$ cat config.mk
export PLATFORM = sky130hd
export DESIGN_NAME = hftd_ram
export DESIGN_NICKNAME = d
export VERILOG_FILES = /design/src/rtl/core/hftd_ram.sv
export SDC_FILE = /design/constraint.sdc
export NUM_CORES = 1
export LEC_CHECK = 0
export BUFFER_PORTS_ARGS = -buffer_cell sky130_fd_sc_hd__buf_2
export CAP_MARGIN = 20
export CORE_MARGIN = 3
export CORE_UTILIZATION = 60
export CTS_CLUSTER_DIAMETER = 50
export DETAILED_ROUTE_END_ITERATION = 16
export GPL_TIMING_DRIVEN = 0
export PLACE_DENSITY = 0.9
export SLEW_MARGIN = 20
export SYNTH_ARGS = -nofsm -noshare
export SYNTH_HDL_FRONTEND = slang
export SYNTH_SLANG_ARGS = --single-unit
$ cat constraint.sdc
create_clock -name clk -period 2.15 [get_ports clk]
set_clock_uncertainty 0.15 [all_clocks]
set_input_delay 0.215 -clock clk [delete_from_list [all_inputs] [get_ports clk]]
set_output_delay 0.215 -clock clk [all_outputs]
set_load 0.1 [all_outputs]
$ cat src/rtl/core/hftd_ram.sv
// Generic single write, single read RAM with registered read data.
module hftd_ram #(
  parameter int WIDTH = 8,
  parameter int DEPTH = 16
) (
  input  logic                     clk,
  input  logic                     we,
  input  logic [$clog2(DEPTH)-1:0] waddr,
  input  logic [WIDTH-1:0]         wdata,
  input  logic                     re,
  input  logic [$clog2(DEPTH)-1:0] raddr,
  output logic [WIDTH-1:0]         rdata
);

  logic [WIDTH-1:0] mem [DEPTH];

  always_ff @(posedge clk) begin
    if (we) begin
      mem[waddr] <= wdata;
    end
    if (re) begin
      rdata <= mem[raddr];
    end
  end

endmodule

==> impl_metrics.env <==
export IMPL_status="finished clean"
export IMPL_fin_crit_sh_pct=78.83
export IMPL_clkTransAtPathRegs_ns=0.06
export IMPL_wl_um=10260
export IMPL_r2r_cells=3
export IMPL_synth_seq_cells=136
export IMPL_gp_congestion=0.7716
export IMPL_min_path_type="primary input to flop"
export IMPL_cts_setup_buffers=0
export IMPL_max_slew_margin_pct=43.14
export IMPL_holdBufCountCts=9
export IMPL_wl_per_cell_um=25.65
export IMPL_cts_resized_gates=0
export IMPL_pin_count=27
export IMPL_die_x_um=99.34
export IMPL_ir_drop_uv=840.4
export IMPL_hold_depth=2
export IMPL_cp_data_required_time_ns=2.27
export IMPL_dr_first_iter_drc_count=258
export IMPL_nFillCells=437
export IMPL_p_leak_nw=2.062
export IMPL_finalMaxSlewViolations=0
export IMPL_drive_above_1_share_pct=29.49
export IMPL_fin_crit_ns=1.695
export IMPL_h_tree_depth=4
export IMPL_postSynthAreaPerCell_um2=22.83
export IMPL_reg2reg_from="mem[4][1]"
export IMPL_yosys_top_cells_area="edfxtp_1 78%, mux4_2 7.8%, mux4_1 7.0%"
export IMPL_antenna_found_initial=0
export IMPL_clock_latency_ns=0.52
export IMPL_regToRegSetupSlack_ns=0.46
export IMPL_core_um2=8341
export IMPL_cp_max_fo=1
export IMPL_worst_pin_slew_ns=0.8497
export IMPL_grt_max_degree=17
export IMPL_clock_fmax_ghz=0.5900
export IMPL_fp_dieH_um=99.34
export IMPL_fin_util_pct=73.67
export IMPL_whs_ns=0.08689
export IMPL_yosysSeqAreaShare_pct=78.12
export IMPL_antenna_cells=0
export IMPL_netlist_cell_type_count=18
export IMPL_clock_sinks=136
export IMPL_syn_nets=248
export IMPL_worstSetupStartpointType="flop"
export IMPL_layout_nets=301
export IMPL_via_per_inst=6.403
export IMPL_tns_ns=0
export IMPL_rsz0062_at_grt="no"
export IMPL_crit_start="mem[4][1]"
export IMPL_power_w=0.006070
export IMPL_hpwl_um=6256
export IMPL_yosysTopAreaCell="edfxtp_1"
export IMPL_crit_type="flop to flop"
export IMPL_yosys_area_top_type_share_pct=78.12
export IMPL_area_growth_pct=17.54
export IMPL_die_area_um2=9868
export IMPL_holdCritStartpoint="waddr[0]"
export IMPL_grt_pass1_vias=2561
export IMPL_ant_nets=0
export IMPL_cts_buffer_depth=2
export IMPL_worst_ep_arrival_time_ns=1.81
export IMPL_hold_viol_final=0
export IMPL_ys_warn_count=0
export IMPL_overflow=0
export IMPL_setup_violations=0
export IMPL_max_cap_violations=0
export IMPL_worstSetupEndpointType="flop"
export IMPL_track_usage_pct=23.18
export IMPL_io_buffers=25
export IMPL_placementRows=33
export IMPL_vias=2561
export IMPL_initial_core_util_pct=62.68
export IMPL_drt_first_pass_iters=9
export IMPL_clockRootBuffer="clkbuf_8"
export IMPL_cts_buffers=17
export IMPL_synthCells=229
export IMPL_grt_pass1_wl_um=15680
export IMPL_cellPowerDensity_nw_per_um2=987.8
export IMPL_cts_tree="built"
export IMPL_netlist_area_um2=5228
export IMPL_drc=0
[metal layers]
layer	vias up	track usage, %	share of wire, %
li1	1088	-	-
met2	158	35.07	50
met5	-	0	0
met4	0	7.563	0.83
met1	1311	33.50	39
met3	4	6.522	9.9
[where the power goes]
| part | leakage (nW) | internal (W) | switching (W) |
|---|---|---|---|
| combinational | 0.560 | 0.000126 | 0.000262 |
| sequential | 1.24 | 0.00299 | 0.0000148 |
| clock | 0.266 | 0.00163 | 0.00105 |
| total | 2.06 | 0.00475 | 0.00132 |
[synthesized netlist by cell type (all sizes together)]
cell type,count
a22oi,16
and2,1
and2b,1
buf,7
clkdlybuf4s25,3
edfxtp,136
mux4,32
nand2,9
nand2b,2
nand3,1
nand3b,2
nor2,13
nor2b,1
nor3,4
or3b,1
[registers in the layout, summed over array words and instances (netlist names)]
signal / cells
rdata: 8
mem: 128
[worst max-delay path, stage by stage (launching register included)]
cell	delay, ns
edfxtp_1	0.36
mux4_1	0.56
a22oi_1	0.27
nand2_1	0.10
[final timing paths]
path                 to
min reg2reg    rdata[4]
min          mem[12][2]
max            rdata[1]
max reg2reg    rdata[1]
[kinds of logic (layout without fill, tap and decap cells)]
group | after synthesis | in the layout | synth area share, %
and+or+nand+nor | 35 | 35 | 3.136
DFF | 136 | 136 | 78.12
buffers and inverters | 10 | 76 | 1.651
muxes | 32 | 32 | 14.79
AOI/OAI and AO/OA | 16 | 16 | 2.298
[area by class of cell]
class	count	area (µm²)	area share, %
Multi-Input combinational cell	83	1077	17.53
Buffer	10	86.33	1.405
Tap cell	105	131.4	2.138
Timing Repair Buffer	34	215.2	3.502
Clock buffer	18	417.9	6.801
Clock inverter	14	132.6	2.158
Sequential cell	136	4084	66.46
[metrics by stage]
step	cells	worst slack (ns)	cell area (µm²)
6_report	400	0.4552	6145
5_1_grt	400	0.4091	6145
4_1_cts	400	0.4432	6140
3_5_place_dp	359	0.03668	5499
3_3_place_gp	359	-0.2304	5484
2_1_floorplan	229	0.2921	5228
[cell usage in the layout (no fill, tap or decap), drive strengths merged, types with 2 or more instances in the layout]
master / count
a22oi: 16
buf: 32
bufinv: 2
clkbuf: 18
clkdlybuf4s25: 3
clkinv: 8
clkinvlp: 3
dlygate4sd3: 9
edfxtp: 136
mux4: 32
nand2: 9
nand2b: 2
nand3b: 2
nor2: 13
nor3: 4
Note: power is estimated with default switching activity, not from simulation.
