File: src/rtl/core/hftd_pkg.sv
// Shared types and constants of the Huffman decode tree unit.
package hftd_pkg;

  localparam int OP_W         = 3;
  localparam int SYM_W        = 8;
  localparam int LEN_W        = 5;
  localparam int BITS_W       = 16;
  localparam int BIT_IDX_W    = $clog2(BITS_W);
  localparam int MAX_CODE_LEN = 16;

  typedef logic [OP_W-1:0] op_t;

  localparam op_t OP_INSERT  = 3'd0;
  localparam op_t OP_ROOT    = 3'd1;
  localparam op_t OP_LEFT    = 3'd2;
  localparam op_t OP_RIGHT   = 3'd3;
  localparam op_t OP_OBSERVE = 3'd4;

  typedef enum logic [2:0] {
    ST_INIT,
    ST_IDLE,
    ST_MV,
    ST_EVAL,
    ST_RD,
    ST_INS_CHK,
    ST_INS_NEW,
    ST_INS_SYM
  } state_t;

  typedef struct packed {
    logic present;
    logic room;
    logic leaf;
  } step_st_t;

endpackage

File: src/rtl/core/hftd_step.sv
// Shared tree step unit: child select, presence, free-node check and leaf test.
module hftd_step import hftd_pkg::*; #(
  parameter int NODE_COUNT = 512,
  parameter int AW         = 9,
  parameter int CW         = 10
) (
  input  logic          has_l,
  input  logic          has_r,
  input  logic [AW-1:0] left,
  input  logic [AW-1:0] right,
  input  logic          dir,
  input  logic [CW-1:0] used,
  output logic [AW-1:0] child,
  output step_st_t      st
);

  assign child      = dir ? right : left;
  assign st.present = dir ? has_r : has_l;
  assign st.room    = (used < CW'(NODE_COUNT));
  assign st.leaf    = !has_l && !has_r;

endmodule

File: config.mk
export PLATFORM = sky130hd
export DESIGN_NAME = hftd_step
export DESIGN_NICKNAME = d
export VERILOG_FILES = /design/src/rtl/core/hftd_pkg.sv /design/src/rtl/core/hftd_step.sv
export SDC_FILE = /design/constraint.sdc
export NUM_CORES = 1
export LEC_CHECK = 0
export ABC_AREA = 0
export BUFFER_PORTS_ARGS = -buffer_cell sky130_fd_sc_hd__buf_2
export CAP_MARGIN = 5
export CORE_AREA = 8 8 45 47
export DETAILED_ROUTE_END_ITERATION = 12
export DIE_AREA = 0 0 53 55
export PLACE_DENSITY = 0.54
export REMOVE_ABC_BUFFERS = 1
export SLEW_MARGIN = 20
export SYNTH_ARGS = -nofsm -noshare
export SYNTH_HDL_FRONTEND = slang
export SYNTH_SLANG_ARGS = --single-unit
export TNS_END_PERCENT = 5
File: constraint.sdc
create_clock -name vclk -period 0.8
set_input_delay 0.08 -clock vclk [all_inputs]
set_output_delay 0.08 -clock vclk [all_outputs]
set_load 0.005 [all_outputs]
==> flow_metrics.env, run 1 <==
export IMPL_status="finished clean"
export IMPL_die_area_um2=2920
export IMPL_critPathCaptureType="output port"
export IMPL_path_cells="buf_6 > mux2_4 > buf_2"
export IMPL_cts_setup_buffers=0
export IMPL_p_total_mw=0.197
export IMPL_vias=232
export IMPL_fmax_mhz=1330
export IMPL_final_common_cell="buf_2"
export IMPL_hold_class="in -> out"
export IMPL_final_cell_mix="33 x buf_2, 10 x mux2_4, 1 x nor2_1, 1 x inv_1, 1 x buf_6"
export IMPL_cts_hold_buf=0
export IMPL_wl_um=946
export IMPL_min_from="used[9]"
export IMPL_insertedDiodeCount=0
export IMPL_netlist_area_um2=169
export IMPL_routedWlPerCell_um=15.3
export IMPL_grt_max_degree=11
export IMPL_path_buf_inv=2
export IMPL_postRouteAntennaNets=0
export IMPL_path_max_fanout=10
export IMPL_drv_slew=0
export IMPL_grt_use_total_pct=6.38
export IMPL_synth_yosys_seq_area_share_pct=0
export IMPL_cp_arrival_ns=0.67
export IMPL_cp_depth=3
export IMPL_die_w_um=53
export IMPL_dr_pass1_iters=3
export IMPL_required_ns=0.72
export IMPL_ir_drop_mv=0.155
export IMPL_crit_end="child[8]"
export IMPL_crit_family="multiplexers"
export IMPL_nClkBuffers=0
export IMPL_maxCapViolCount=0
export IMPL_overflow=0
export IMPL_cts_repair_resized=2
export IMPL_pin_count=43
export IMPL_synthAdderAreaFrac_pct=0
export IMPL_min_period_over_period_pct=94.3
export IMPL_grt_pass1_wl_um=1420
export IMPL_drtIter0Drc=1
export IMPL_worstSetupPathType="in -> out"
export IMPL_rsz0062_at_grt="false"
export IMPL_synth_xor_area_share_pct=0
export IMPL_finalSetupViolCount=0
export IMPL_relSlewSlack_pct=91.4
export IMPL_nNetsFinal=79
export IMPL_die_h_um=55
export IMPL_drive_above_1_share_pct=95.7
export IMPL_core_area_um2=1380
export IMPL_tightest_slew_ns=0.130
export IMPL_worstSetupStartpoint="dir"
export IMPL_seq_cell_count=0
export IMPL_ys_types=4
export IMPL_synth_avg_cell_area_um2=13.0
export IMPL_drc=0
export IMPL_portBuffers=34
export IMPL_place_gp_congestion=0.666
export IMPL_hold_viol_final=0
export IMPL_synth_top_family_by_area="multiplexers"
export IMPL_grt_pass1_vias=307
export IMPL_rows=14
export IMPL_leakage_nw=0.226
export IMPL_whs_ns=0.385
export IMPL_start_util_pct=12.2
export IMPL_viasPerCell=3.74
export IMPL_synth_compound_area_share_pct=0
export IMPL_syn_inst=13
export IMPL_start_kind="input port"
export IMPL_antenna_found_initial=0
export IMPL_max_stage_delay_ns=0.32
export IMPL_synth_simple_area_share_pct=2.22
export IMPL_yosys_warnings=0
export IMPL_areaGrowthSynthToFinish_pct=110
export IMPL_slowest_stage="mux2_4"
export IMPL_seqCellArea_um2=0
export IMPL_power_density_nw_per_um2=556
export IMPL_muxShareOfSynthArea_pct=88.9
export IMPL_period_minus_slack_ns=0.754
## metal layers
metal,vias up,wire [µm],GRT usage [%],share of wire [%]
met4,0,0,0,0
met2,34,193,6.84,20
met3,0,189,4.01,20
li1,113,-,-,-
met1,85,563,10.1,60
met5,-,0,0,0
## worst min-delay path by stage
| stage | slack (ns) | endpoint | cells past startpoint |
|---|---|---|---|
| 2_1_floorplan | 0.19 | st[1] | 1 |
| 3_3_place_gp | 0.39 | st[0] | 3 |
| 3_5_place_dp | 0.39 | st[1] | 3 |
| 4_1_cts | 0.39 | st[1] | 3 |
| 5_1_grt | 0.40 | st[0] | 3 |
| 6_report | 0.39 | st[1] | 3 |
## power breakdown
part	switching, mW	internal [mW]	leakage [nW]
Clock	0	0	0
Sequential	0	0	0
Combinational	0.0681	0.129	0.226
Total	0.0681	0.129	0.226
## cell families after synthesis
group,Yosys count
and+or+nand+nor,1
muxes,10
buffers and inverters,2
## cell type report
cell class                      instances  area (µm²)
Inverter                                1        3.75
Tap cell                               16        20.0
Timing Repair Buffer                   34         176
Fill cell                             156        1030
Multi-Input combinational cell         11         154
## Yosys cell counts
cell	n	area share, %
inv_1	1	2.2
mux2_4	10	89
nor2_1	1	2.2
buf_6	1	6.7
## per-stage QoR
step           utilization, %  std cells  area, µm²  setup slack [ns]  setup TNS, ns
3_5_place_dp             26.6         63        368           -0.0493         -0.430
2_1_floorplan               -         12        158             0.360              0
6_report                 25.6         62        354            0.0459              0
5_1_grt                  25.6         62        354            0.0181              0
3_3_place_gp             26.6         63        368           -0.0483         -0.388
4_1_cts                  25.6         62        354            0.0370              0
No activity file was read; power rests on OpenSTA's default activity.
==> inputs of run 2 (changes only) <==
CELL_PAD_IN_SITES_DETAIL_PLACEMENT = 1   (was unset)
CELL_PAD_IN_SITES_GLOBAL_PLACEMENT = 2   (was unset)
CORE_AREA = unset   (was 8 8 45 47)
CORE_ASPECT_RATIO = 1.25   (was unset)
CORE_MARGIN = 8   (was unset)
CORE_UTILIZATION = 10   (was unset)
DIE_AREA = unset   (was 0 0 53 55)
PLACE_DENSITY = 0.95   (was 0.54)
==> flow_metrics.env, run 2 (same netlist as run 1, synthesis figures left out) <==
export IMPL_preCtsSetupSlack_ns=-0.0490
export IMPL_die_h_um=62.0
export IMPL_busiest_layer="met2"
export IMPL_drtIter0Drc=1
export IMPL_place_gp_congestion=0.695
export IMPL_hpwl_um=820
export IMPL_die_w_um=52.8
export IMPL_relSlewSlack_pct=95.1
export IMPL_grtUsageMet2_pct=7.72
export IMPL_core_area_um2=1580
export IMPL_rows=16
export IMPL_power_density_nw_per_um2=577
export IMPL_place_area_um2=378
export IMPL_critPathCaptureType="output port"
export IMPL_hold_class="in -> out"
export IMPL_start_kind="input port"
export IMPL_crit_family="buffers and inverters"
export IMPL_final_common_cell="buf_2"
export IMPL_pin_count=43
export IMPL_p_total_mw=0.258
export IMPL_final_cell_mix="23 x buf_2, 11 x buf_6, 10 x mux2_4"
export IMPL_path_max_fanout=8
export IMPL_design_area_um2=447
export IMPL_ir_drop_mv=0.137
export IMPL_path_buf_inv=3
export IMPL_nNetsFinal=81
export IMPL_die_area_um2=3270
export IMPL_cts_hold_buf=0
export IMPL_viasPerCell=3.80
export IMPL_grt_max_degree=9
export IMPL_rsz0062_at_grt="true"
export IMPL_cp_common_cell="buf_6"
export IMPL_cp_arrival_ns=0.73
export IMPL_dr_pass1_iters=2
export IMPL_areaGrowthSynthToFinish_pct=164
export IMPL_start_util_pct=10.7
export IMPL_min_period_over_period_pct=101
export IMPL_seqCellArea_um2=0
export IMPL_routedWlPerCell_um=12.7
export IMPL_vias=251
export IMPL_fmax_mhz=1240
export IMPL_maxCapViolCount=0
export IMPL_hold_viol_final=0
export IMPL_drc=0
export IMPL_grt_use_total_pct=4.56
export IMPL_status="finished with violations"
export IMPL_antenna_found_initial=0
export IMPL_insertedDiodeCount=0
export IMPL_violations="negative setup slack"
export IMPL_grt_pass1_vias=268
export IMPL_required_ns=0.72
export IMPL_drive_above_1_share_pct=95.8
export IMPL_tightest_slew_ns=0.0731
export IMPL_overflow=0
export IMPL_period_minus_slack_ns=0.809
export IMPL_worstSetupPathType="in -> out"
export IMPL_slowest_stage="mux2_4"
export IMPL_fin_ws_ns=-0.00932
export IMPL_final_util_pct=28.2
export IMPL_met1_usage_pct=4.97
export IMPL_portBuffers=34
export IMPL_met3_usage_pct=2.86
export IMPL_grt_pass1_wl_um=1170
export IMPL_wl_um=837
export IMPL_finalSetupViolCount=8
export IMPL_path_cells="buf_6 > buf_12 > mux2_4 > buf_6"
export IMPL_cts_setup_buffers=0
export IMPL_leakage_nw=0.261
export IMPL_seq_cell_count=0
export IMPL_fillers=195
export IMPL_postRouteAntennaNets=0
export IMPL_nClkBuffers=0
export IMPL_drv_slew=0
export IMPL_max_stage_delay_ns=0.30
==> run 2: layout make-up <==
class	count	area, µm²	share of cell area, %
repair buffers	36	267	59.7
multi-input cells	11	154	34.5
well taps	18	22.5	5.04
inverters	1	3.75	0.840
==> run 2: worst paths after layout <==
path / cells past startpoint / slack [ns] / end / startpoint
worst max-delay path: 4 / -0.009 / child[4] / dir
worst min-delay path: 3 / 0.37 / st[1] / used[9]
==> run 2: routing by layer <==
layer / up-vias / part of all wire [%]
li1: 118 / -
met5: - / 0
met2: 29 / 40
met3: 0 / 25
met4: 0 / 0
met1: 104 / 35
==> run 2: timing repair <==
action	in CTS	in global routing
pin swaps	0	0
setup endpoints to repair	10	10
gates resized for setup	11	0
==> run 2: report_power, final <==
group / internal, mW / switching [mW]
logic: 0.185 / 0.0730
clock network: 0 / 0
registers: 0 / 0
==> run 2: worst min-delay path, stage by stage <==
cell   delay [ns]
buf_2        0.07
inv_1        0.03
buf_2        0.11
==> run 2: metrics by stage <==
stage	cells	TNS [ns]	hold WS, ns
3_3_place_gp	66	-0.370	0.372
6_report	66	-0.0386	0.372
4_1_cts	66	-0.0857	0.379
2_1_floorplan	12	0	0.187
5_1_grt	66	-0.192	0.413
3_5_place_dp	66	-0.398	0.378
